## src/rtl/ked_pkg.sv

```systemverilog
// Shared types, constants and key lookup functions for the terminal key decoder.
package ked_pkg;

    localparam int CSI_BYTE_LIMIT_DEF = 16;
    localparam int QUEUE_DEPTH        = 4;
    localparam int QUEUE_PTR_W        = $clog2(QUEUE_DEPTH);
    localparam int QUEUE_CNT_W        = $clog2(QUEUE_DEPTH + 1);

    localparam logic [7:0] TIMEOUT_RESET = 8'd40;

    // Configuration register indexes
    localparam logic REG_DECODE_ENABLE = 1'b0;
    localparam logic REG_TIMEOUT_TICKS = 1'b1;

    // Input item kinds
    localparam logic OP_BYTE = 1'b0;
    localparam logic OP_TICK = 1'b1;

    localparam logic [7:0] CH_BS    = 8'd8;
    localparam logic [7:0] CH_TAB   = 8'd9;
    localparam logic [7:0] CH_LF    = 8'd10;
    localparam logic [7:0] CH_CR    = 8'd13;
    localparam logic [7:0] CH_ESC   = 8'd27;
    localparam logic [7:0] CH_DEL   = 8'd127;
    localparam logic [7:0] CH_O     = 8'h4F;
    localparam logic [7:0] CH_LBRK  = 8'h5B;
    localparam logic [7:0] CH_TILDE = 8'h7E;
    localparam logic [7:0] CH_SEMI  = 8'h3B;
    localparam logic [7:0] CH_ZERO  = 8'h30;
    localparam logic [7:0] CH_NINE  = 8'h39;

    typedef enum logic [4:0] {
        K_CHAR   = 5'd0,
        K_ENTER  = 5'd1,
        K_TAB    = 5'd2,
        K_BKSP   = 5'd3,
        K_ESCAPE = 5'd4,
        K_UP     = 5'd5,
        K_DOWN   = 5'd6,
        K_RIGHT  = 5'd7,
        K_LEFT   = 5'd8,
        K_HOME   = 5'd9,
        K_END    = 5'd10,
        K_INSERT = 5'd11,
        K_DELETE = 5'd12,
        K_PGUP   = 5'd13,
        K_PGDN   = 5'd14,
        K_F1     = 5'd15,
        K_F2     = 5'd16,
        K_F3     = 5'd17,
        K_F4     = 5'd18,
        K_F5     = 5'd19,
        K_F6     = 5'd20,
        K_F7     = 5'd21,
        K_F8     = 5'd22,
        K_F9     = 5'd23,
        K_F10    = 5'd24,
        K_F11    = 5'd25,
        K_F12    = 5'd26,
        K_NONE   = 5'd31
    } key_t;

    typedef enum logic [3:0] {
        MODE_IDLE = 4'b0001,
        MODE_ESC  = 4'b0010,
        MODE_SS3  = 4'b0100,
        MODE_CSI  = 4'b1000
    } mode_t;

    typedef struct packed {
        key_t       key;
        logic [7:0] ch;
    } result_t;

    // One queue entry: every item that yields anything yields one or two results
    typedef struct packed {
        logic    two;
        result_t r0;
        result_t r1;
    } entry_t;

    typedef struct packed {
        logic    emit;
        logic    go_esc;
        result_t res;
    } idle_res_t;

    function automatic key_t final_key(input logic [7:0] b);
        key_t k;
        case (b)
            8'h41:   k = K_UP;
            8'h42:   k = K_DOWN;
            8'h43:   k = K_RIGHT;
            8'h44:   k = K_LEFT;
            8'h48:   k = K_HOME;
            8'h46:   k = K_END;
            8'h50:   k = K_F1;
            8'h51:   k = K_F2;
            8'h52:   k = K_F3;
            8'h53:   k = K_F4;
            default: k = K_NONE;
        endcase
        return k;
    endfunction

    function automatic key_t tilde_key(input logic [7:0] v);
        key_t k;
        case (v)
            8'd1, 8'd7: k = K_HOME;
            8'd2:       k = K_INSERT;
            8'd3:       k = K_DELETE;
            8'd4, 8'd8: k = K_END;
            8'd5:       k = K_PGUP;
            8'd6:       k = K_PGDN;
            8'd11:      k = K_F1;
            8'd12:      k = K_F2;
            8'd13:      k = K_F3;
            8'd14:      k = K_F4;
            8'd15:      k = K_F5;
            8'd17:      k = K_F6;
            8'd18:      k = K_F7;
            8'd19:      k = K_F8;
            8'd20:      k = K_F9;
            8'd21:      k = K_F10;
            8'd23:      k = K_F11;
            8'd24:      k = K_F12;
            default:    k = K_NONE;
        endcase
        return k;
    endfunction

    // Byte seen outside any sequence
    function automatic idle_res_t idle_byte(input logic [7:0] b);
        idle_res_t r;
        r.emit   = 1'b1;
        r.go_esc = 1'b0;
        r.res.ch = 8'd0;
        if (b == CH_CR || b == CH_LF) begin
            r.res.key = K_ENTER;
        end else if (b == CH_TAB) begin
            r.res.key = K_TAB;
        end else if (b == CH_BS || b == CH_DEL) begin
            r.res.key = K_BKSP;
        end else if (b == CH_ESC) begin
            r.res.key = K_NONE;
            r.emit    = 1'b0;
            r.go_esc  = 1'b1;
        end else begin
            r.res.key = K_CHAR;
            r.res.ch  = b;
        end
        return r;
    endfunction

endpackage

```

## src/rtl/ked_front.sv

```systemverilog
// Front end: configuration registers, sequence state machine and result classification.
module ked_front
    import ked_pkg::*;
#(
    parameter int CSI_BYTE_LIMIT = CSI_BYTE_LIMIT_DEF
)
(
    input  logic       clk,
    input  logic       rst_n,
    input  logic       cfg_write,
    input  logic       cfg_index,
    input  logic [7:0] cfg_data,
    input  logic       in_fire,
    input  logic       opcode,
    input  logic [7:0] byte_value,
    output logic       push,
    output entry_t     push_data
);

    localparam int CNT_W = $clog2(CSI_BYTE_LIMIT + 1);
    localparam logic [CNT_W-1:0] CNT_LIMIT = CNT_W'(CSI_BYTE_LIMIT);

    logic             enable_reg;
    logic [7:0]       timeout_reg;
    mode_t            mode_reg, mode_next;
    logic [7:0]       param_value_reg, param_value_next;
    logic             param_seen_reg, param_seen_next;
    logic [CNT_W-1:0] csi_count_reg, csi_count_next;
    logic [7:0]       silence_reg, silence_next;

    always_ff @(posedge clk or negedge rst_n)
    begin
        if (!rst_n)
        begin
            enable_reg  <= 1'b0;
            timeout_reg <= TIMEOUT_RESET;
        end
        else if (cfg_write)
        begin
            case (cfg_index)
                REG_DECODE_ENABLE: enable_reg  <= cfg_data[0];
                REG_TIMEOUT_TICKS: timeout_reg <= cfg_data;
                default:           ;
            endcase
        end
    end

    always_comb
    begin
        idle_res_t        ib;
        logic [7:0]       sil_inc;
        logic [7:0]       limit;
        logic [11:0]      prod;
        logic [CNT_W-1:0] cnt_inc;
        key_t             k;

        ib       = idle_byte(byte_value);
        sil_inc  = (silence_reg == 8'hFF) ? silence_reg : silence_reg + 8'd1;
        limit    = (timeout_reg == 8'd0) ? 8'd1 : timeout_reg;
        prod     = 12'(param_value_reg) * 12'd10 + 12'(byte_value - CH_ZERO);
        cnt_inc  = csi_count_reg + CNT_W'(1);
        k        = K_NONE;

        mode_next        = mode_reg;
        param_value_next = param_value_reg;
        param_seen_next  = param_seen_reg;
        csi_count_next   = csi_count_reg;
        silence_next     = silence_reg;
        push             = 1'b0;
        push_data.two    = 1'b0;
        push_data.r0     = ib.res;
        push_data.r1     = ib.res;

        if (in_fire)
        begin
            if (!enable_reg)
            begin
                mode_next        = MODE_IDLE;
                param_value_next = 8'd0;
                param_seen_next  = 1'b0;
                csi_count_next   = '0;
                silence_next     = 8'd0;
            end
            else if (opcode == OP_TICK)
            begin
                if (mode_reg != MODE_IDLE)
                begin
                    silence_next = sil_inc;
                    if (sil_inc >= limit)
                    begin
                        // silence inside a sequence resolves to Escape
                        mode_next        = MODE_IDLE;
                        param_value_next = 8'd0;
                        param_seen_next  = 1'b0;
                        csi_count_next   = '0;
                        silence_next     = 8'd0;
                        push             = 1'b1;
                        push_data.r0     = '{key: K_ESCAPE, ch: 8'd0};
                    end
                end
            end
            else
            begin
                case (mode_reg)
                    MODE_IDLE:
                    begin
                        push         = ib.emit;
                        silence_next = 8'd0;
                        if (ib.go_esc)
                            mode_next = MODE_ESC;
                    end
                    MODE_ESC:
                    begin
                        silence_next = 8'd0;
                        if (byte_value == CH_LBRK)
                        begin
                            mode_next        = MODE_CSI;
                            param_value_next = 8'd0;
                            param_seen_next  = 1'b0;
                            csi_count_next   = '0;
                        end
                        else if (byte_value == CH_O)
                        begin
                            mode_next = MODE_SS3;
                        end
                        else
                        begin
                            // emit Escape, then decode the byte as if idle
                            mode_next        = ib.go_esc ? MODE_ESC : MODE_IDLE;
                            param_value_next = 8'd0;
                            param_seen_next  = 1'b0;
                            csi_count_next   = '0;
                            push             = 1'b1;
                            push_data.two    = ib.emit;
                            push_data.r0     = '{key: K_ESCAPE, ch: 8'd0};
                        end
                    end
                    MODE_SS3:
                    begin
                        k                = final_key(byte_value);
                        mode_next        = MODE_IDLE;
                        param_value_next = 8'd0;
                        param_seen_next  = 1'b0;
                        csi_count_next   = '0;
                        silence_next     = 8'd0;
                        push             = (k != K_NONE);
                        push_data.r0     = '{key: k, ch: 8'd0};
                    end
                    MODE_CSI:
                    begin
                        silence_next = 8'd0;
                        if ((byte_value >= CH_ZERO && byte_value <= CH_NINE) ||
                            byte_value == CH_SEMI)
                        begin
                            if (byte_value == CH_SEMI)
                            begin
                                param_value_next = 8'd0;
                                param_seen_next  = 1'b0;
                            end
                            else
                            begin
                                param_value_next = (prod > 12'd255) ? 8'hFF : prod[7:0];
                                param_seen_next  = 1'b1;
                            end
                            csi_count_next = cnt_inc;
                            if (cnt_inc >= CNT_LIMIT)
                            begin
                                // drop an overlong sequence
                                mode_next        = MODE_IDLE;
                                param_value_next = 8'd0;
                                param_seen_next  = 1'b0;
                                csi_count_next   = '0;
                            end
                        end
                        else
                        begin
                            if (byte_value == CH_TILDE)
                                k = param_seen_reg ? tilde_key(param_value_reg) : K_NONE;
                            else
                                k = final_key(byte_value);
                            mode_next        = MODE_IDLE;
                            param_value_next = 8'd0;
                            param_seen_next  = 1'b0;
                            csi_count_next   = '0;
                            push             = (k != K_NONE);
                            push_data.r0     = '{key: k, ch: 8'd0};
                        end
                    end
                    default:
                    begin
                        mode_next = MODE_IDLE;
                    end
                endcase
            end
        end
    end

    always_ff @(posedge clk or negedge rst_n)
    begin
        if (!rst_n)
        begin
            mode_reg        <= MODE_IDLE;
            param_value_reg <= 8'd0;
            param_seen_reg  <= 1'b0;
            csi_count_reg   <= '0;
            silence_reg     <= 8'd0;
        end
        else
        begin
            mode_reg        <= mode_next;
            param_value_reg <= param_value_next;
            param_seen_reg  <= param_seen_next;
            csi_count_reg   <= csi_count_next;
            silence_reg     <= silence_next;
        end
    end

`ifndef SYNTHESIS
    a_disabled_goes_idle: assert property (@(posedge clk) disable iff (!rst_n)
        $past(in_fire && !enable_reg) |-> (mode_reg == MODE_IDLE && !push))
        else $error("decoder not idle after a discarded item");

    a_param_clear_outside_csi: assert property (@(posedge clk) disable iff (!rst_n)
        (mode_reg != MODE_CSI) |->
            (param_value_reg == 8'd0 && !param_seen_reg && csi_count_reg == '0))
        else $error("parameter state left over outside a CSI sequence");

    a_idle_no_silence: assert property (@(posedge clk) disable iff (!rst_n)
        (mode_reg == MODE_IDLE) |-> (silence_reg == 8'd0))
        else $error("silence count running while idle");
`endif

endmodule

```

## src/rtl/ked_queue.sv

```systemverilog
// Short queue of classified result entries between the front and back ends.
module ked_queue
    import ked_pkg::*;
(
    input  logic   clk,
    input  logic   rst_n,
    input  logic   push,
    input  entry_t push_data,
    input  logic   pop,
    output logic   full,
    output logic   empty,
    output entry_t head
);

    entry_t                 mem [QUEUE_DEPTH];
    logic [QUEUE_PTR_W-1:0] wr_ptr_reg, rd_ptr_reg;
    logic [QUEUE_CNT_W-1:0] count_reg;

    assign full  = (count_reg == QUEUE_CNT_W'(QUEUE_DEPTH));
    assign empty = (count_reg == '0);
    assign head  = mem[rd_ptr_reg];

    always_ff @(posedge clk)
    begin
        if (push && !full)
            mem[wr_ptr_reg] <= push_data;
    end

    always_ff @(posedge clk or negedge rst_n)
    begin
        if (!rst_n)
        begin
            wr_ptr_reg <= '0;
            rd_ptr_reg <= '0;
            count_reg  <= '0;
        end
        else
        begin
            if (push && !full)
                wr_ptr_reg <= wr_ptr_reg + QUEUE_PTR_W'(1);
            if (pop && !empty)
                rd_ptr_reg <= rd_ptr_reg + QUEUE_PTR_W'(1);
            count_reg <= count_reg + QUEUE_CNT_W'(push && !full)
                                   - QUEUE_CNT_W'(pop && !empty);
        end
    end

`ifndef SYNTHESIS
    a_count_bound: assert property (@(posedge clk) disable iff (!rst_n)
        count_reg <= QUEUE_CNT_W'(QUEUE_DEPTH))
        else $error("queue count beyond depth");

    a_ptr_track: assert property (@(posedge clk) disable iff (!rst_n)
        (wr_ptr_reg - rd_ptr_reg) == count_reg[QUEUE_PTR_W-1:0])
        else $error("queue pointers disagree with count");

    a_push_lands: assert property (@(posedge clk) disable iff (!rst_n)
        (push && !full && !pop) |=> !empty)
        else $error("pushed entry lost");
`endif

endmodule

```

## src/rtl/ked_back.sv

```systemverilog
// Back end: unpacks queue entries into single results behind an output register.
module ked_back
    import ked_pkg::*;
(
    input  logic       clk,
    input  logic       rst_n,
    input  logic       empty,
    input  entry_t     head,
    output logic       pop,
    output logic       out_valid,
    input  logic       out_ready,
    output logic [4:0] key_code,
    output logic [7:0] char_value,
    output logic       last
);

    logic    out_valid_reg;
    result_t out_res_reg;
    logic    out_last_reg;
    logic    pend_valid_reg;
    result_t pend_res_reg;
    logic    load;

    assign load = !out_valid_reg || out_ready;
    assign pop  = load && !pend_valid_reg && !empty;

    assign out_valid  = out_valid_reg;
    assign key_code   = out_res_reg.key;
    assign char_value = out_res_reg.ch;
    assign last       = out_last_reg;

    always_ff @(posedge clk or negedge rst_n)
    begin
        if (!rst_n)
        begin
            out_valid_reg  <= 1'b0;
            pend_valid_reg <= 1'b0;
        end
        else if (load)
        begin
            if (pend_valid_reg)
            begin
                out_valid_reg  <= 1'b1;
                pend_valid_reg <= 1'b0;
            end
            else
            begin
                out_valid_reg  <= !empty;
                pend_valid_reg <= !empty && head.two;
            end
        end
    end

    // Payload: second result of a pair waits in the pending slot
    always_ff @(posedge clk)
    begin
        if (load)
        begin
            if (pend_valid_reg)
            begin
                out_res_reg  <= pend_res_reg;
                out_last_reg <= 1'b1;
            end
            else
            begin
                out_res_reg  <= head.r0;
                out_last_reg <= !head.two;
                pend_res_reg <= head.r1;
            end
        end
    end

`ifndef SYNTHESIS
    a_pend_behind_out: assert property (@(posedge clk) disable iff (!rst_n)
        pend_valid_reg |-> out_valid_reg)
        else $error("pending result without a shown result");

    a_first_has_second: assert property (@(posedge clk) disable iff (!rst_n)
        (out_valid_reg && !out_last_reg) |-> pend_valid_reg)
        else $error("non-final result with no follower");

    a_pend_is_last: assert property (@(posedge clk) disable iff (!rst_n)
        (pend_valid_reg && load) |=> (out_valid_reg && out_last_reg))
        else $error("second result not marked final");
`endif

endmodule

```

## src/rtl/terminal_key_escape_decoder.sv

```systemverilog
// Results pass through the result queue and then the output register to the outputs.
// Throughput: one item per cycle while the queue is not full; two results leave in turn.
// A four-entry result queue between the state machine and the output register absorbs bursts.
// The sequence state machine advances in the cycle of acceptance, so the next item may follow.
// Reset: asynchronous, active low; decoding disabled, timeout 40 ticks, decoder idle.
module terminal_key_escape_decoder
    import ked_pkg::*;
#(
    parameter int CSI_BYTE_LIMIT = CSI_BYTE_LIMIT_DEF
)
(
    input  logic       clk,
    input  logic       rst_n,
    input  logic       cfg_write,
    input  logic       cfg_index,
    input  logic [7:0] cfg_data,
    input  logic       in_valid,
    output logic       in_ready,
    input  logic       opcode,
    input  logic [7:0] byte_value,
    output logic       out_valid,
    input  logic       out_ready,
    output logic [4:0] key_code,
    output logic [7:0] char_value,
    output logic       last
);

    logic   in_fire;
    logic   push;
    entry_t push_data;
    logic   pop;
    logic   full;
    logic   empty;
    entry_t head;

    assign in_ready = !full;
    assign in_fire  = in_valid && !full;

    ked_front #(
        .CSI_BYTE_LIMIT(CSI_BYTE_LIMIT)
    ) u_front (
        .clk        (clk),
        .rst_n      (rst_n),
        .cfg_write  (cfg_write),
        .cfg_index  (cfg_index),
        .cfg_data   (cfg_data),
        .in_fire    (in_fire),
        .opcode     (opcode),
        .byte_value (byte_value),
        .push       (push),
        .push_data  (push_data)
    );

    ked_queue u_queue (
        .clk       (clk),
        .rst_n     (rst_n),
        .push      (push),
        .push_data (push_data),
        .pop       (pop),
        .full      (full),
        .empty     (empty),
        .head      (head)
    );

    ked_back u_back (
        .clk        (clk),
        .rst_n      (rst_n),
        .empty      (empty),
        .head       (head),
        .pop        (pop),
        .out_valid  (out_valid),
        .out_ready  (out_ready),
        .key_code   (key_code),
        .char_value (char_value),
        .last       (last)
    );

endmodule

```

## config.mk

```make
export PLATFORM = sky130hd
export DESIGN_NAME = terminal_key_escape_decoder
export DESIGN_NICKNAME = d
export VERILOG_FILES = /design/src/rtl/ked_pkg.sv /design/src/rtl/ked_front.sv /design/src/rtl/ked_queue.sv /design/src/rtl/ked_back.sv /design/src/rtl/terminal_key_escape_decoder.sv
export SDC_FILE = /design/constraint.sdc
export NUM_CORES = 1
export LEC_CHECK = 0
export ABC_AREA = 1
export BUFFER_PORTS_ARGS = -buffer_cell sky130_fd_sc_hd__buf_2
export CAP_MARGIN = 5
export CORE_ASPECT_RATIO = 0.6
export CORE_MARGIN = 8
export CORE_UTILIZATION = 45
export CTS_BUF_LIST = sky130_fd_sc_hd__clkbuf_16
export DETAILED_ROUTE_END_ITERATION = 8
export GPL_TIMING_DRIVEN = 0
export MAX_ROUTING_LAYER = met4
export SLEW_MARGIN = 25
export SYNTH_ARGS = -nofsm -noshare
export SYNTH_HDL_FRONTEND = slang
export SYNTH_HIERARCHICAL = 1
export SYNTH_SLANG_ARGS = --single-unit
```

## constraint.sdc

```tcl
create_clock -name clk -period 4.1 [get_ports clk]
set_clock_uncertainty 0.15 [all_clocks]
set_input_delay 0.205 -clock clk [delete_from_list [all_inputs] [get_ports clk]]
set_output_delay 0.205 -clock clk [all_outputs]
set_load 0.1 [all_outputs]
```

==> results of run 1 <==
==> metrics by stage <==
| stage | util [%] | instances | hold slack [ns] | setup TNS (ns) | total power, mW |
|---|---|---|---|---|---|
| 2_1_floorplan | - | 1101 | -0.241 | -11.37 | 4.11 |
| 3_3_place_gp | 48.6 | 1418 | 0.278 | -178.94 | 4.68 |
| 3_5_place_dp | 49.2 | 1422 | 0.0895 | -21.11 | 4.74 |
| 4_1_cts | 52.9 | 1468 | 0.0306 | 0 | 6.48 |
| 5_1_grt | 53.3 | 1473 | 0.0576 | -0.00402 | 6.83 |
| 6_report | 53.3 | 1473 | 0.0575 | 0 | 6.48 |
==> repair_timing <==
action                     in CTS  in global routing
setup endpoints to repair     104                128
setup buffers                   2                  4
pin swaps                       1                  7
hold endpoints to repair       51                  0
resized for setup               4                 18
hold buffers                   12                  0
==> worst max-delay path, cell delays in order, from the launching register on <==
cell and delay, ns:
dfrtp_1 0.37, ha_2 0.19, inv_2 0.05, nor3_4 0.15
nand3_2 0.12, nor2_4 0.16, nand2_4 0.09, nand2_1 0.08
nor2_2 0.05, nand2_2 0.08, xor2_2 0.07, ha_1 0.28
nand2_1 0.06, nor2_2 0.15, nand4_1 0.13, nand3_1 0.12
nand2_1 0.06, nand2_1 0.07, nand2_2 0.06, inv_1 0.07
nand2_1 0.08, inv_2 0.13, nand2_8 0.10, inv_1 0.08
ha_1 0.13, inv_1 0.05, fa_2 0.52, inv_1 0.04
==> worst max-delay path by stage <==
stage | from | endpoint | slack, ns | depth (start not counted)
floorplan | u_front/silence_reg[0] | u_queue/mem[0][0] | -0.11 | 23
CTS | u_front/silence_reg[0] | u_queue/count_reg[2] | 0.02 | 28
global placement | u_front/silence_reg[0] | u_queue/mem[0][12] | -1.74 | 23
detailed placement | u_front/silence_reg[0] | u_queue/mem[2][10] | -0.40 | 24
global route | u_front/silence_reg[0] | u_queue/count_reg[1] | -0.004 | 27
finish | u_front/silence_reg[0] | u_queue/count_reg[1] | 0.30 | 27
==> cells in the final DEF, fill, tap and decap left out, types with 4 or more instances in the layout <==
| cell type | instances |
|---|---|
| edfxtp_1 | 135 |
| nor2_4 | 10 |
| buf_6 | 5 |
| nand3_1 | 39 |
| nand4_1 | 15 |
| nor2_2 | 5 |
| nand3_2 | 4 |
| nor3_2 | 4 |
| nand2_2 | 9 |
| xnor2_1 | 5 |
| buf_4 | 12 |
| buf_2 | 40 |
| clkbuf_1 | 10 |
| inv_1 | 131 |
| o21ai_0 | 81 |
| clkbuf_16 | 17 |
| xor2_1 | 13 |
| nor3_1 | 16 |
| bufinv_16 | 4 |
| ha_1 | 45 |
| nor2_1 | 130 |
| a21oi_1 | 32 |
| nand2_1 | 303 |
| inv_2 | 16 |
| dlygate4sd3_1 | 12 |
| dfrtp_1 | 40 |
| o21ai_1 | 5 |
==> final cells by class <==
cell class,count,area [um2]
diodes,1,2.50
plain buffers,25,168
clock buffers,17,425
clock inverters,15,188
fillers,1936,9840
inverters,147,559
multi-input cells,750,3940
flip-flops and latches,179,5160
well taps,279,349
repair buffers,60,453
==> logic make-up after synthesis <==
logic type | synth area share, %
DFF | 53.1
and+or+nand+nor | 23.3
adders and majority gates | 6.54
AOI/OAI and AO/OA | 7.86
xor gates and xnor gates | 1.71
buffers and inverters | 7.49
==> power by group through the flow <==
stage / sequential, mW / clock (mW) / combinational (mW)
2_1_floorplan: 2.96 / 0 / 1.15
3_3_place_gp: 2.47 / 0 / 2.22
3_5_place_dp: 2.46 / 0 / 2.28
4_1_cts: 2.43 / 1.75 / 2.30
5_1_grt: 2.46 / 1.83 / 2.55
6_report: 2.43 / 1.73 / 2.32
==> routing by layer <==
layer  global-route usage, %  part of all wire, %  up-vias
li1                        -                    -     3765
met1                    29.5                   54     3543
met2                    24.6                   38      224
met3                    4.78                  7.5        8
met4                    3.77                 0.50        0
met5                       -                    0        -
==> summary.md, run 1 <==
| Metric | Value |
|---|---|
| CTS Sinks | 179 |
| Nets | 1252 |
| Post-synth EDFFs | 135 |
| Initial drt markers | 690 |
| GRT Overall Usage | 19.1% |
| Hold path depth | 2 |
| Synth top cells by count | nand2_1, nor2_1, edfxtp_1 |
| Switch share | 39.8% |
| Hold Path Sink | u_queue/mem[1][7] |
| Worst-Skew Late Latency | 0.44 ns |
| Worst R2R Setup Slack | 0.30 ns |
| Drt first pass iters | 5 |
| Worst setup EP type | flip-flop |
| Routed wire per std cell | 16.4 um |
| DIE HEIGHT | 130 um |
| Synth Cell Area | 9710 um2 |
| Setup WS pre-CTS | -0.404 ns |
| H-tree depth | 4 |
| Internal | 3.90 mW |
| Via-to-Cell Ratio | 5.12 |
| F_max | 0.263 GHz |
| Area after DPL | 10400 um2 |
| Clock transition at path regs | 0.07 ns |
| Post-route DRC | 0 |
| Peak VDD IR | 559 uV |
| Yosys cell types | 47 |
| Max_slew headroom | 38.4% |
| Layout cells sized above 1 | 12.9% |
| Post-synthesis async set-or-reset flop share | 24.6% |
| Status | completed |
| Final worst setup slack | 0.299 ns |
| Worst r2r src | u_front/silence_reg[0] |
| Tightest Pin Transition | 0.918 ns |
| Num CTS Buffers | 17 |
| Mapped Nets | 1173 |
| PortBufs | 38 |
| Leak | 5.16 nW |
| Hold Crit Class | in -> reg |
| Clock Path Buffers | 2 |
| Antenna violations before repair | 1 |
| Crit start category | flip-flop |
| Starting density of the core | 46.1% |
| Seq cells post-synth | 179 |
| Seq pwr share | 37.5% |
| Setup-failing EPs final | 0 |
| Mean Syn Cell Area | 8.82 um2 |
| Final min period | 3.80 ns |
| Vias in the first global route | 6895 |
| Logic pwr share | 35.8% |
| Clock share of power | 26.6% |
| Synth Instances | 1101 |
| WS Path Type | reg -> reg |
| Hold Fails Final Rpt | 0 |
| Period utilisation layout | 92.7% |
| Maxcap violations | 0 |
| Total number of yosys warnings | 6 |
| Data required, critical path | 4.28 ns |
| Die width | 206 um |
| CTS tree | done |
| Cell with the most instances after synthesis | nand2_1 |
| P&R area growth vs syn | 15.8% |
| Post-route antenna net violation count | 0 |
| Gpl congestion | 0.909 |
| Max reg flops | 108 |
| Dpl hpwl | 17.7 mm |
| Num rows | 41 |
| NetSw | 2.58 mW |
| WP data arrival | 3.98 ns |
| Core Area | 21100 um2 |
| Hold Crit Start | byte_value[7] |
| Critical Path Fanout Max | 7 |
| Power per Cell Area | 576 nW/um2 |
| RR Endpoint | u_queue/count_reg[1] |
| Ports | 39 |
| Vias | 7540 |
| Post-route design area | 11200 um2 |
| Post-synth top flop | edfxtp_1 |
| WL final | 24.2 mm |
| R2R depth | 27 |
| Die area | 26700 um2 |
| Clk Tree Root Cell | clkbuf_16 |
| Final max-slew violation count | 0 |
| Post-synthesis sequential area ratio | 53.1% |
| Top post-synthesis cells by area | edfxtp_1, nand2_1, dfrtp_1 |
| Top cell type's share of synthesized area | 41.7% |
| Largest net degree at the start of global routing | 45 |
| First-pass GRT wire length | 38.2 mm |
| Total gr overflow | 0 |
| Largest area contributor in the netlist | edfxtp_1 |
No activity file was read; power rests on OpenSTA's default activity.
==> run 2, diff against run 1 <==
--- a/config.mk
+++ b/config.mk
@@ -8,7 +8,7 @@
 export ABC_AREA = 1
 export BUFFER_PORTS_ARGS = -buffer_cell sky130_fd_sc_hd__buf_2
 export CAP_MARGIN = 5
-export CORE_ASPECT_RATIO = 0.6
+export CORE_ASPECT_RATIO = 0.8
 export CORE_MARGIN = 8
 export CORE_UTILIZATION = 45
 export CTS_BUF_LIST = sky130_fd_sc_hd__clkbuf_16
==> run 2 against run 1 <==
Net effect: global-route usage shrank 0.72 points; final cell count shrank 0.41%; utilization fell by 0.75 points; clock-buffer cell count stayed put; sequential cell count unchanged; critical path type unchanged; critical endpoint is now u_queue/count_reg[2]; largest cell class unchanged.
==> summary.md, run 2 (synthesis results as in run 1) <==
| Metric | Value |
|---|---|
| First-pass GRT wire length | 37.7 mm (-1.2%) |
| Clk Tree Root Cell | clkbuf_16 |
| Nets | 1251 (-0.080%) |
| WL final | 23.4 mm (-3.3%) |
| Commonest cells after routing, fill and taps aside | nand2_1, edfxtp_1, inv_1, nor2_1, o21ai_0 |
| Worst R2R Setup Slack | 0.27 ns (-0.02 ns) |
| Num rows | 48 (+17%) |
| Hold path depth | 4 (+2) |
| Drt first pass iters | 5 (unchanged) |
| Worst-Skew Late Latency | 0.43 ns (about the same) |
| Tightest Pin Transition | 0.815 ns (-0.102 ns) |
| Maxcap violations | 0 (unchanged) |
| Via-to-Cell Ratio | 5.11 (-0.15%) |
| Leak | 5.12 nW (-0.78%) |
| Hold Crit Class | in -> reg |
| Global-route met1 utilization | 25.1% (-4.4 points) |
| Gpl congestion | 0.870 (-4.3%) |
| Fin util | 52.6% (-0.75 points) |
| RR Endpoint | u_queue/count_reg[2] |
| Worst path most repeated cell | nand2_1 |
| Clock Path Buffers | 2 (unchanged) |
| P&R area growth vs syn | 15.7% (about the same) |
| Vias in the first global route | 7157 (+3.8%) |
| Fill count | 1960 (+1.2%) |
| Final min period | 3.83 ns (+0.0240 ns) |
| Routed wire per std cell | 15.9 um (-2.9%) |
| Num CTS Buffers | 17 (unchanged) |
| Post-route DRC | 0 (unchanged) |
| Hold Path Sink | u_front/timeout_reg[3] |
| H-tree depth | 4 (unchanged) |
| WP data arrival | 4.00 ns (+0.02 ns) |
| N_diodes | 0 (-1) |
| Die area | 26600 um2 (-0.47%) |
| Dpl hpwl | 17.0 mm (-4.0%) |
| Core Area | 21400 um2 (+1.4%) |
| PortBufs | 38 (unchanged) |
| Post-route antenna net violation count | 0 (unchanged) |
| WS Path Type | reg -> reg |
| GRT Overall Usage | 18.4% (-0.72 points) |
| Max reg flops | 108 (unchanged) |
| GR peak layer | met2 |
| Final hold slack | 0.0171 ns (-0.0404 ns) |
| Max_slew headroom | 45.6% (+7.2 points) |
| Ports | 39 (unchanged) |
| Period utilisation layout | 93.3% (+0.59 points) |
| Worst r2r src | u_front/silence_reg[0] |
| Crit start category | flip-flop |
| Vias | 7498 (-0.56%) |
| Highest cell delay on the worst timing path | 0.41 ns (-0.11 ns) |
| Clock transition at path regs | 0.07 ns (about the same) |
| Largest net degree at the start of global routing | 27 (-40%) |
| Antenna violations before repair | 0 (-1) |
| Final max-slew violation count | 0 (unchanged) |
| Starting density of the core | 45.4% (-0.64 points) |
| Met2 Track Usage GR | 28.0% (+3.4 points) |
| Layout cells sized above 1 | 13.0% (+0.095 points) |
| F_max | 0.261 GHz (-0.63%) |
| Worst setup EP type | flip-flop |
| Total gr overflow | 0 (unchanged) |
| Peak VDD IR | 328 uV (-41%) |
| CTS tree | done |
| Initial drt markers | 597 (-13%) |
| R2R depth | 28 (+3.7%) |
| Die width | 180 um (-12%) |
| CTS Sinks | 179 (unchanged) |
| Critical path's slowest cell | fa_1 |
| DIE HEIGHT | 147 um (+14%) |
| Status | completed |
| Setup-failing EPs final | 0 (unchanged) |
| Data required, critical path | 4.28 ns (about the same) |
| Critical Path Fanout Max | 7 (unchanged) |
| M3 GR Usage | 3.75% (-1.0 points) |
| Most common cell after layout, fill and taps aside | nand2_1 |
| Hold Crit Start | cfg_index |
| Hold Fails Final Rpt | 0 (unchanged) |
| Power per Cell Area | 577 nW/um2 (about the same) |
## run 2: cell types whose count changed in the layout (fill, tap and decap cells not counted), sizes merged
cell / previous run / this run
clkinvlp: 0 / 4
buf: 62 / 61
bufinv: 4 / 3
diode: 1 / 0
inv: 151 / 153
clkinv: 7 / 2
## run 2: worst max path at each step
stage                           start  slack, ns              endpoint  depth (start not counted)
2_1_floorplan  u_front/silence_reg[0]      -0.11     u_queue/mem[0][0]                         23
3_3_place_gp   u_front/silence_reg[0]      -1.61    u_queue/mem[0][12]                         23
3_5_place_dp   u_front/silence_reg[0]      -0.17    u_queue/mem[1][12]                         24
4_1_cts        u_front/silence_reg[0]      0.006  u_queue/count_reg[2]                         28
5_1_grt        u_front/silence_reg[0]       -0.1  u_queue/count_reg[2]                         28
6_report       u_front/silence_reg[0]       0.27  u_queue/count_reg[2]                         28
## run 2: where the power goes
| group | switching (mW) | internal [mW] |
|---|---|---|
| Clock | 0.734 | 0.976 |
| Combinational | 1.78 | 0.577 |
| Sequential | 0.113 | 2.30 |
## run 2: cell type report
class | instances | area (um2) | share of cell area [%]
Timing Repair Buffer | 59 | 468 | 4.16
Clock buffer | 17 | 425 | 3.78
Sequential cell | 179 | 5160 | 45.9
Clock inverter | 15 | 195 | 1.74
Multi-Input combinational cell | 750 | 3920 | 34.9
Buffer | 25 | 168 | 1.49
Inverter | 147 | 559 | 4.98
Tap cell | 275 | 344 | 3.06
## run 2: metal layers
metal  part of all wire, %  wire length (um)
met4                  0.89               209
met3                   6.1              1430
met5                     0                 0
met2                    44             10300
met1                    49             11400
## run 2: worst max-delay path: cells and delay by family, from the launching register on
family	cells	cell delay (ns)
xor gates and xnor gates	1	0.07
adders and majority gates	4	1.02
buffers and inverters	5	0.36
DFF	1	0.36
and+or+nand+nor	18	1.75
## run 2: timing repair
| item | in CTS | in global routing |
|---|---|---|
| buffers inserted | 1 | 3 |
| hold buffers | 12 | 0 |
| gates resized for setup | 2 | 16 |
| endpoints found under the hold margin | 52 | 0 |
| setup endpoints to repair | 90 | 123 |
| pin swaps | 1 | 8 |
## run 2: metrics by stage
| stage | cell area [um2] | setup TNS [ns] | worst slack, ns | power [mW] | cells |
|---|---|---|---|---|---|
| 2_1_floorplan | 9710 | -11.37 | -0.105 | 4.11 | 1101 |
| 3_3_place_gp | 10200 | -169.63 | -1.61 | 4.70 | 1414 |
| 3_5_place_dp | 10400 | -7.37 | -0.170 | 4.78 | 1419 |
| 4_1_cts | 11200 | 0 | 0.00616 | 6.50 | 1464 |
| 5_1_grt | 11200 | -0.289 | -0.0958 | 6.84 | 1467 |
| 6_report | 11200 | 0 | 0.275 | 6.48 | 1467 |
